**config.mk**
```make
export PLATFORM = sky130hd
export DESIGN_NAME = fifo_page_replacement_top
export DESIGN_NICKNAME = d
export VERILOG_FILES = /design/src/rtl/core/fpr_pkg.sv /design/src/rtl/core/fifo_page_replacement_top.sv /design/src/rtl/core/fpr_ctrl.sv /design/src/rtl/core/fpr_datapath.sv
export SDC_FILE = /design/constraint.sdc
export NUM_CORES = 1
export LEC_CHECK = 0
export BUFFER_PORTS_ARGS = -buffer_cell sky130_fd_sc_hd__buf_2
export CAP_MARGIN = 40
export CORE_AREA = 3 3 183 257
export CTS_CLUSTER_SIZE = 30
export DETAILED_ROUTE_END_ITERATION = 8
export DIE_AREA = 0 0 186 260
export GPL_ROUTABILITY_DRIVEN = 0
export MAX_ROUTING_LAYER = met4
export PLACE_DENSITY = 0.58
export SLEW_MARGIN = 20
export SYNTH_ARGS = -nofsm -noshare
export SYNTH_HDL_FRONTEND = slang
export SYNTH_HIERARCHICAL = 1
export SYNTH_SLANG_ARGS = --single-unit
```
**constraint.sdc**
```tcl
create_clock -name clk_i -period 4.8 [get_ports clk_i]
set_input_delay 0.96 -clock clk_i [delete_from_list [all_inputs] [get_ports clk_i]]
set_output_delay 0.96 -clock clk_i [all_outputs]
set_load 0.005 [all_outputs]
```
**src/rtl/core/fpr_pkg.sv**
```systemverilog
// Package: shared constants and types for the FIFO page replacement block.
`default_nettype none

package fpr_pkg;

  // Defaults for the top-level parameters
  localparam int unsigned FrameDepthDef = 16;
  localparam int unsigned PageBitsDef   = 16;

  // Fixed field widths of the stream and configuration ports
  localparam int unsigned CfgW      = 5;
  localparam int unsigned PageInW   = 16;
  localparam int unsigned IndexOutW = 4;
  localparam int unsigned EvictOutW = 16;
  localparam int unsigned TotalW    = 16;
  localparam int unsigned TdataOutW = 40;
  localparam int unsigned TuserOutW = 2;

  localparam logic [CfgW-1:0]   CfgReset = CfgW'(3);
  localparam logic [TotalW-1:0] TotalMax = {TotalW{1'b1}};

  // Controller to datapath commands
  typedef struct packed {
    logic capture;  // latch the reference and its match vector
    logic commit;   // update the frames and load the result register
  } cmd_t;

  // One result item
  typedef struct packed {
    logic                 hit;
    logic [IndexOutW-1:0] frame_index;
    logic                 evicted_valid;
    logic [EvictOutW-1:0] evicted_page;
    logic [TotalW-1:0]    fault_total;
    logic                 total_final;
  } result_t;

endpackage

`default_nettype wire

```
**src/rtl/core/fifo_page_replacement_top.sv**
```systemverilog
// FIFO page replacement block: usage notes and top-level wiring.
// Input stream: one page reference per transfer; tdata carries page_number,
// tlast marks the final reference of a sequence.
// Output stream: one result per reference; tdata carries frame_index,
// evicted_page and fault_total, tuser carries hit and evicted_valid, tlast
// marks that fault_total is the final count of the sequence.
// Configuration: cfg_wr_en_i writes frames_in_use (clamped to 1..FRAME_DEPTH);
// write only while no reference is in flight.
// Timing: a reference is compared against all frames in its accept cycle and
// the match vector is registered; the frame store is updated and the result
// registered in the update step, which waits while the output register is full.
// A new reference is accepted only after the previous one has been committed,
// as set by the compare-then-update sequence over the frame store.
// A finished result waits in the output register while the next reference
// is accepted; if the sink stalls, the following reference holds in the
// update step until the register frees up.
// Reset clears all frames, counters and the pointer and sets frames_in_use
// to 3; a reference marked last clears the same state after its result.
`default_nettype none

module fifo_page_replacement_top #(
  parameter int unsigned FRAME_DEPTH = fpr_pkg::FrameDepthDef,
  parameter int unsigned PAGE_BITS   = fpr_pkg::PageBitsDef
) (
  input  wire logic                              clk_i,
  input  wire logic                              rst_ni,
  input  wire logic                              cfg_wr_en_i,
  input  wire logic [fpr_pkg::CfgW-1:0]          cfg_wr_data_i,  // frames_in_use
  input  wire logic                              s_axis_tvalid_i,
  output logic                                   s_axis_tready_o,
  input  wire logic [fpr_pkg::PageInW-1:0]       s_axis_tdata_i, // page_number
  input  wire logic                              s_axis_tlast_i,
  output logic                                   m_axis_tvalid_o,
  input  wire logic                              m_axis_tready_i,
  // frame_index[3:0], evicted_page[19:4], fault_total[35:20], zero pad[39:36]
  output logic [fpr_pkg::TdataOutW-1:0]          m_axis_tdata_o,
  // hit[0], evicted_valid[1]
  output logic [fpr_pkg::TuserOutW-1:0]          m_axis_tuser_o,
  output logic                                   m_axis_tlast_o
);

  localparam int unsigned PadW = fpr_pkg::TdataOutW - fpr_pkg::IndexOutW
                                 - fpr_pkg::EvictOutW - fpr_pkg::TotalW;

  fpr_pkg::cmd_t    cmd;
  fpr_pkg::result_t result;

  fpr_ctrl u_ctrl (
    .clk_i       (clk_i),
    .rst_ni      (rst_ni),
    .in_valid_i  (s_axis_tvalid_i),
    .in_ready_o  (s_axis_tready_o),
    .out_valid_o (m_axis_tvalid_o),
    .out_ready_i (m_axis_tready_i),
    .cmd_o       (cmd)
  );

  fpr_datapath #(
    .FRAME_DEPTH (FRAME_DEPTH),
    .PAGE_BITS   (PAGE_BITS)
  ) u_datapath (
    .clk_i              (clk_i),
    .rst_ni             (rst_ni),
    .cfg_wr_en_i        (cfg_wr_en_i),
    .cfg_wr_data_i      (cfg_wr_data_i),
    .page_number_i      (s_axis_tdata_i),
    .last_in_sequence_i (s_axis_tlast_i),
    .cmd_i              (cmd),
    .result_o           (result)
  );

  assign m_axis_tdata_o = {{PadW{1'b0}}, result.fault_total, result.evicted_page,
                           result.frame_index};
  assign m_axis_tuser_o = {result.evicted_valid, result.hit};
  assign m_axis_tlast_o = result.total_final;

  // one reference at a time: no accept in the cycle after an accept
  assert property (@(posedge clk_i) disable iff (!rst_ni)
    (s_axis_tvalid_i && s_axis_tready_o) |=> !s_axis_tready_o)
    else $error("reference accepted during update step");

  // a hit never evicts
  assert property (@(posedge clk_i) disable iff (!rst_ni)
    (m_axis_tvalid_o && m_axis_tuser_o[0]) |-> !m_axis_tuser_o[1])
    else $error("eviction reported on a hit");

  // without an eviction the evicted page reads zero
  assert property (@(posedge clk_i) disable iff (!rst_ni)
    (m_axis_tvalid_o && !m_axis_tuser_o[1]) |-> (m_axis_tdata_o[19:4] == '0))
    else $error("evicted page nonzero without eviction");

endmodule

`default_nettype wire

```
**src/rtl/core/fpr_ctrl.sv**
```systemverilog
// Controller: sequences lookup and commit, owns the result valid flag.
`default_nettype none

module fpr_ctrl (
  input  wire logic        clk_i,
  input  wire logic        rst_ni,
  input  wire logic        in_valid_i,
  output logic             in_ready_o,
  output logic             out_valid_o,
  input  wire logic        out_ready_i,
  output fpr_pkg::cmd_t    cmd_o
);

  typedef enum logic {
    StIdle,
    StUpdate
  } state_e;

  state_e state_q;
  state_e state_d;
  logic   out_valid_q;
  logic   out_valid_d;
  logic   capture;
  logic   commit;

  assign in_ready_o = (state_q == StIdle);
  assign capture    = in_valid_i && in_ready_o;
  // result register is free when empty or being drained this cycle
  assign commit     = (state_q == StUpdate) && (!out_valid_q || out_ready_i);

  always_comb begin
    state_d     = state_q;
    out_valid_d = out_valid_q;
    if (out_ready_i) begin
      out_valid_d = 1'b0;
    end
    case (state_q)
      StIdle: begin
        if (capture) begin
          state_d = StUpdate;
        end
      end
      StUpdate: begin
        if (commit) begin
          state_d     = StIdle;
          out_valid_d = 1'b1;
        end
      end
      default: begin
        state_d = StIdle;
      end
    endcase
  end

  always_ff @(posedge clk_i or negedge rst_ni) begin
    if (!rst_ni) begin
      state_q     <= StIdle;
      out_valid_q <= 1'b0;
    end else begin
      state_q     <= state_d;
      out_valid_q <= out_valid_d;
    end
  end

  assign out_valid_o   = out_valid_q;
  assign cmd_o.capture = capture;
  assign cmd_o.commit  = commit;

endmodule

`default_nettype wire

```
**src/rtl/core/fpr_datapath.sv**
```systemverilog
// Datapath: frame store, parallel compare, fill/evict update and result register.
`default_nettype none

module fpr_datapath #(
  parameter int unsigned FRAME_DEPTH = fpr_pkg::FrameDepthDef,
  parameter int unsigned PAGE_BITS   = fpr_pkg::PageBitsDef
) (
  input  wire logic                          clk_i,
  input  wire logic                          rst_ni,
  input  wire logic                          cfg_wr_en_i,
  input  wire logic [fpr_pkg::CfgW-1:0]      cfg_wr_data_i,
  input  wire logic [fpr_pkg::PageInW-1:0]   page_number_i,
  input  wire logic                          last_in_sequence_i,
  input  wire fpr_pkg::cmd_t                 cmd_i,
  output fpr_pkg::result_t                   result_o
);

  localparam int unsigned CntW = $clog2(FRAME_DEPTH + 1);
  localparam int unsigned IdxW = (FRAME_DEPTH > 1) ? $clog2(FRAME_DEPTH) : 1;

  logic [fpr_pkg::CfgW-1:0]   cfg_q;
  logic [PAGE_BITS-1:0]       pages_q [FRAME_DEPTH];
  logic [FRAME_DEPTH-1:0]     valid_q;
  logic [FRAME_DEPTH-1:0]     valid_d;
  logic [CntW-1:0]            fill_q;
  logic [CntW-1:0]            fill_d;
  logic [IdxW-1:0]            ptr_q;
  logic [IdxW-1:0]            ptr_d;
  logic [fpr_pkg::TotalW-1:0] fault_q;
  logic [fpr_pkg::TotalW-1:0] fault_d;
  logic [PAGE_BITS-1:0]       page_q;
  logic                       last_q;
  logic [FRAME_DEPTH-1:0]     match_q;
  logic [FRAME_DEPTH-1:0]     match_d;
  fpr_pkg::result_t           result_q;
  fpr_pkg::result_t           result_d;

  logic [CntW-1:0]            cap;
  logic [PAGE_BITS-1:0]       page_in;
  logic                       found;
  logic [IdxW-1:0]            hit_idx;
  logic [IdxW-1:0]            victim;
  logic [CntW-1:0]            victim_next;
  logic [IdxW-1:0]            where;
  logic                       ev_valid;
  logic [PAGE_BITS-1:0]       ev_page;
  logic                       do_write;

  // capacity clamped to 1..FRAME_DEPTH
  always_comb begin
    if (cfg_q == '0) begin
      cap = CntW'(1);
    end else if (32'(cfg_q) > FRAME_DEPTH) begin
      cap = CntW'(FRAME_DEPTH);
    end else begin
      cap = CntW'(cfg_q);
    end
  end

  assign page_in = PAGE_BITS'(page_number_i);

  // one comparator per frame, masked by valid and capacity
  always_comb begin
    for (int i = 0; i < FRAME_DEPTH; i++) begin
      match_d[i] = valid_q[i] && (CntW'(i) < cap) && (pages_q[i] == page_in);
    end
  end

  // lowest matching frame wins
  always_comb begin
    hit_idx = '0;
    for (int i = FRAME_DEPTH - 1; i >= 0; i--) begin
      if (match_q[i]) begin
        hit_idx = IdxW'(i);
      end
    end
  end

  assign found = |match_q;

  always_comb begin
    victim      = (CntW'(ptr_q) >= cap) ? '0 : ptr_q;
    victim_next = CntW'(victim) + CntW'(1);
    if (victim_next >= cap) begin
      victim_next = '0;
    end
  end

  always_comb begin
    valid_d  = valid_q;
    fill_d   = fill_q;
    ptr_d    = ptr_q;
    fault_d  = fault_q;
    where    = hit_idx;
    ev_valid = 1'b0;
    ev_page  = '0;
    do_write = 1'b0;
    if (!found) begin
      do_write = 1'b1;
      if (fill_q < cap) begin
        where  = fill_q[IdxW-1:0];
        fill_d = fill_q + CntW'(1);
      end else begin
        where    = victim;
        ev_valid = valid_q[victim];
        ev_page  = valid_q[victim] ? pages_q[victim] : '0;
        ptr_d    = victim_next[IdxW-1:0];
      end
      valid_d[where] = 1'b1;
      if (fault_q != fpr_pkg::TotalMax) begin
        fault_d = fault_q + fpr_pkg::TotalW'(1);
      end
    end

    result_d.hit           = found;
    result_d.frame_index   = fpr_pkg::IndexOutW'(where);
    result_d.evicted_valid = ev_valid;
    result_d.evicted_page  = fpr_pkg::EvictOutW'(ev_page);
    result_d.fault_total   = fault_d;
    result_d.total_final   = last_q;

    // end of sequence: start afresh after reporting
    if (last_q) begin
      valid_d = '0;
      fill_d  = '0;
      ptr_d   = '0;
      fault_d = '0;
    end
  end

  always_ff @(posedge clk_i or negedge rst_ni) begin
    if (!rst_ni) begin
      cfg_q   <= fpr_pkg::CfgReset;
      valid_q <= '0;
      fill_q  <= '0;
      ptr_q   <= '0;
      fault_q <= '0;
    end else begin
      if (cfg_wr_en_i) begin
        cfg_q <= cfg_wr_data_i;
      end
      if (cmd_i.commit) begin
        valid_q <= valid_d;
        fill_q  <= fill_d;
        ptr_q   <= ptr_d;
        fault_q <= fault_d;
      end
    end
  end

  always_ff @(posedge clk_i) begin
    if (cmd_i.capture) begin
      page_q  <= page_in;
      last_q  <= last_in_sequence_i;
      match_q <= match_d;
    end
    if (cmd_i.commit) begin
      result_q <= result_d;
      if (do_write) begin
        pages_q[where] <= page_q;
      end
    end
  end

  assign result_o = result_q;

endmodule

`default_nettype wire
```
## After elaboration in Yosys (flattened, before gate mapping)

Memories as Yosys holds them, arrays and structs flattened. A register that Yosys moved wholly into a read port is not among the register bits.
Cells that the tools add are included.
Widths: inputs -> output; s select.

- Logic and storage cells: 156
- Input bits: 27
- Output and inout bits: 45
- Register bits: 104
- Memory bits (writable): 256
- Memories: 1

Memory list:

| memory | words | bits a word | rd ports | clocked after Yosys merged registers in | wr ports | line | RTL |
|---|---|---|---|---|---|---|---|
| u_datapath.pages_q | 16 | 16 | 17 | 1 | 1 | fpr_datapath.sv:22 | `logic [PAGE_BITS-1:0] pages_q [FRAME_DEPTH];` |

- Bitwise operators: 3
- Equality and inequality tests: 19
- Order comparisons: 23
- Mux-type cells: 47
- Reductions and logical operators: 45
- $add $sub $neg: 3

Operators by type and width:

| cell | count |
|---|---|
| $eq 16x16->1 | 16 |
| $mux 4 | 24 |
| $mux 16 | 5 |
| $lt 4x5->1 const A | 8 |
| $logic_and 1x1->1 | 35 |
| $mux 5 | 5 |
| $lt 3x5->1 const A | 4 |
| $reduce_or 18->1 | 1 |
| $reduce_or 17->1 | 1 |
| $add 16x1->16 const B | 1 |
| $ne 16x16->1 const B | 1 |
| $or 16x16->16 | 1 |
| $reduce_or 16->1 | 1 |
| $lt 1x5->1 const A | 2 |
| $lt 2x5->1 const A | 2 |
| $lt 4x5->1 const B | 2 |
| $mux 1 | 10 |
| $reduce_and 3->1 | 2 |
| $add 4x1->5 const B | 1 |
| $add 5x1->5 const B | 1 |
| $ge 4x5->1 | 1 |
| $ge 5x5->1 | 1 |
| $gt 5x5->1 const B | 1 |
| $logic_not 5->1 | 1 |
| other kinds (11) | 13 |

## Logic depth before layout (Yosys ltp)

- Depth after elaboration: 17
- Depth in mapped cells: 18
- Gate-level depth less buffers: 15

## Hierarchy

The synthesis kept the hierarchy.

By module, submodules not included:

| module | instances | cells an instance | sequential area each (um^2) | area each (um^2) |
|---|---|---|---|---|
| fpr_datapath | 1 | 1565 | 11003.1 | 19125.8 |
| fpr_ctrl | 1 | 10 | 50.0 | 103.8 |
| fifo_page_replacement_top | 1 | 5 | 0.0 | 33.8 |

## Worst setup path after synthesis

OpenSTA, ideal clock, no wires.

- Kind: register to register
- From: register u_datapath.ptr_q[0]
- To: memory u_datapath/pages_q[12][0] (netlist bit) (enable)
- Cell stages (with the launch flop): 12
- Buffers on the path: 3
- Slack: 592 ps
- Arrival time: 3798 ps
- Data required time: 4391 ps
- Library setup time: 409 ps
- Period minus slack after synthesis: 4208 ps
- Path through: dfrtp_1 -> buf_2 -> inv_1 -> buf_2 -> buf_1 -> ha_1 -> nor2b_1 -> o21a_1 -> o21ai_2 -> a311o_1 -> or4_4 -> nor3_1

- Word-level cells in the longest chain between the ends: 5

RTL lines:

| item | line | RTL |
|---|---|---|
| start, declared | fpr_datapath.sv:27 | `logic [IdxW-1:0] ptr_q;` |
| start signal, assigned | fpr_datapath.sv:145 | `ptr_q <= ptr_d;` |
| $ge 4x5->1 | fpr_datapath.sv:82 | `victim = (CntW'(ptr_q) >= cap) ? '0 : ptr_q;` |
| $mux 4 (*) | fpr_datapath.sv:82 |  |
| $mux 4 (*) | fpr_datapath.sv:100 | `if (fill_q < cap) begin` |
| $mux 4 (*) (2 in a row) | fpr_datapath.sv:98 | `if (!found) begin` |
| end, declared | fpr_datapath.sv:22 |  |

Mark *: on every way between the ends. The rest lies on a longest branch, timed or not. The select of a mux whose other input is x is not followed.

==> metrics.txt <==
CP delay by family, top compound AO/OA/AOI/OAI gates; synthesis-to-finish area growth 13.5%; worst vdd rail ir drop 205 µV; RR Endpoint u_datapath/pages_q[1][2]$_DFFE_PP_; Overflow after GRT 0; Power Density 349 nW/µm²; RR Startpoint u_datapath/cfg_q[4]$_DFFE_PN0P_; post-synthesis instance total 1,580; highest clock rate 0.250 GHz; Buffers on Ports 67; area of the die 48,400 µm²; cts repair resizes 0; DR WL/cell 30.8 µm; vias 14,000; # H-tree levels 2; die height 260 µm; switching pwr 1910 µW; hpwl dp 48,400 µm; setup TNS 0 ps; GRT Resource Usage Total 28.7%; CTS tree done; Critical Path Most Common Cell a21o_1; Final Core Density 48.7%; Worst Path Max Fanout 16; most frequent cells in the layout edfxtp_1 (328), xnor2_1 (184), nor2_1 (100); width of the chip 186 µm; final setup fails 0; largest buffer count on any clock path 3; largest net degree at the start of global routing 123; Antenna Violating Nets Remaining 0; critical path class reg -> reg; commonest non-fill, non-tap cell in the layout edfxtp_1; Num CTS Buffers 39; global-route met1 utilization 35.1%; via/cell ratio 6.28; Worst R2R Path Depth 11; Setup Skew 16.3 ps; setup bufs post-CTS 0; most common flop cell mapped by yosys edfxtp_1; crit path max-delay cell type o31a_1; fin crit share 83.3%; total wire length 68,700 µm; num ports 72; critical path buffer and inverter count 3; synthesis warning total 6; placed cells 2,160; Final Max Tran Viols 0; Post-Syn Area 19,300 µm²; Pleak 0.00741 µW; Comb power frac 9.5%; Clock Power Share 41.3%; Initial Util 42.9%; outcome finished, final reports clean; met2 GRT Util 47.2%; synthesized flop and latch total 376; first-pass GRT wire length 96,700 µm; RSZ-0062 raised after global routing no; Worst Tran Pin Value 864 ps; cell-internal power 5720 µW; Seq pwr share 49.2%; post-synthesis sequential area ratio 57.4%; Hold WS 517 ps; initial antenna violation count 0; Syn Area/Cell 12.2 µm²; # hold bufs at CTS 0; CP Launch Type flip-flop; Clk pin slew, worst setup/hold paths 60 ps; Post-route DRC 0; async set-reset flop share out of synthesis 12.8%; worst path cell trace inv_2 > nand2_1 > ha_1 > a21o_1 > a21o_1 > a21o_1 > a41oi_1 > o31a_1 > inv_4 > nor3_2 > buf_4; FP Rows 92; R2R Setup Slk 800 ps; root buf cell clkbuf_16; clk sinks 376; number of flops mapped to enable cells by yosys 328; Max Cap Viol 0; GRT Max-Usage Layer met2; Core Footprint 44,900 µm²; layout cell share with drive strength beyond 1 16.5%; crit path DAT 4230 ps; final cell count without fillers 2,235; Slew HR 42.3%; fin nets 1,684; Final Critical Period 4000 ps; Sw Ratio 25.0%; DR pass1 iterations 5; Clk Latency, worst-skew pair 550 ps; GR Layer Usage met3 3.29%; Worst setup EP type flip-flop; worst hold-check path type in -> async; total power 7630 µW; Starting DRT DRC Count 1,744; number of global-route vias before repair 13,800; synth unique cells 82; slowest cell delay on critical path 660 ps; data required time of the worst path 5030 ps; Hold Fails Final Rpt 0
-- registers in the layout, summed over array words and instances (netlist names), 4 cells and up --
signal / cells
u_datapath/fill_q: 5
u_datapath/result_o: 39
u_datapath/pages_q: 256
u_datapath/valid_q: 16
u_datapath/ptr_q: 4
u_datapath/fault_q: 16
u_datapath/page_q: 16
u_datapath/match_q: 16
u_datapath/cfg_q: 5
-- cells by family after synthesis --
logic type / count (synthesis) / share of synthesized area (%)
AND/OR/NAND/NOR: 384 / 10.1
flip-flops: 376 / 57.4
AO/OA/AOI/OAI: 315 / 11.8
XOR/XNOR: 272 / 12.4
buffers and inverters: 140 / 3.10
multiplexers: 76 / 4.14
adder cells (fa/ha/maj): 16 / 1.04
other: 1 / 0.0195
-- through the flow --
| step | area [µm²] | setup WS, ps |
|---|---|---|
| finish | 21900 | 801 |
| floorplan | 19300 | 592 |
| detailed placement | 20500 | 841 |
| CTS | 21800 | 833 |
| global placement | 20300 | 928 |
| global route | 21900 | 639 |
-- Yosys cell counts, types with 5 or more instances --
cell / count / area (µm²)
a211o_1: 15 / 131
a211oi_1: 6 / 45.0
a21o_1: 7 / 52.6
a21oi_1: 70 / 350
a22o_1: 6 / 52.6
and3_1: 12 / 75.1
buf_1: 16 / 60.1
buf_2: 26 / 130
buf_4: 7 / 52.6
clkbuf_1: 65 / 244
dfrtp_1: 46 / 1150
edfxtp_1: 328 / 9850
ha_1: 16 / 200
inv_1: 22 / 82.6
mux2_2: 6 / 67.6
mux2i_1: 67 / 671
nand2_1: 76 / 285
nand3_1: 27 / 135
nand4_1: 44 / 275
nor2_1: 101 / 379
nor3_1: 28 / 140
nor3_2: 5 / 50.1
nor4_1: 49 / 307
o211a_1: 14 / 140
o21ai_0: 53 / 265
o221a_2: 14 / 158
o221ai_1: 14 / 123
o22ai_1: 30 / 188
o311a_1: 14 / 140
o31a_1: 5 / 43.8
o31ai_1: 14 / 105
or2_2: 15 / 93.8
or3_1: 6 / 37.5
xnor2_1: 184 / 1610
xor2_1: 88 / 771
-- power by group through the flow --
| stage | clock [µW] | sequential (µW) | combinational [µW] |
|---|---|---|---|
| 2_1_floorplan | 0 | 3780 | 391 |
| 3_3_place_gp | 0 | 3860 | 635 |
| 3_5_place_dp | 0 | 3830 | 695 |
| 5_1_grt | 3300 | 3760 | 771 |
| 6_report | 3150 | 3750 | 728 |
| 4_1_cts | 3180 | 3760 | 697 |
-- how the worst max path moves through the flow --
stage                               startpoint                             endpoint  slack, ps  cells past startpoint
6_report       u_datapath/cfg_q[4]$_DFFE_PN0P_   u_datapath/pages_q[1][2]$_DFFE_PP_        800                     11
5_1_grt        u_datapath/cfg_q[4]$_DFFE_PN0P_  u_datapath/pages_q[12][7]$_DFFE_PP_        640                     11
4_1_cts        u_datapath/cfg_q[4]$_DFFE_PN0P_  u_datapath/pages_q[12][8]$_DFFE_PP_        830                     11
3_5_place_dp   u_datapath/cfg_q[4]$_DFFE_PN0P_  u_datapath/pages_q[1][15]$_DFFE_PP_        840                     11
3_3_place_gp   u_datapath/cfg_q[4]$_DFFE_PN0P_  u_datapath/pages_q[12][1]$_DFFE_PP_        930                     11
2_1_floorplan  u_datapath/ptr_q[0]$_DFFE_PN0P_  u_datapath/pages_q[12][0]$_DFFE_PP_        590                     11
-- metal layers --
| metal | vias to the layer above | wire length [µm] |
|---|---|---|
| li1 | 6033 | - |
| met1 | 7037 | 26000 |
| met2 | 776 | 33600 |
| met3 | 189 | 4910 |
| met4 | 0 | 4190 |
| met5 | - | 0 |
-- area by class of cell --
class / count / area, µm²
fill: 4006 / 23000
sequential: 376 / 11100
multi-input combinational: 1067 / 7720
clock buffer: 49 / 1020
timing repair buffer: 132 / 981
tap: 564 / 706
clock inverter: 21 / 277
inverter: 25 / 98.8
antenna: 1 / 2.50
No activity file was read; power rests on OpenSTA's default activity.
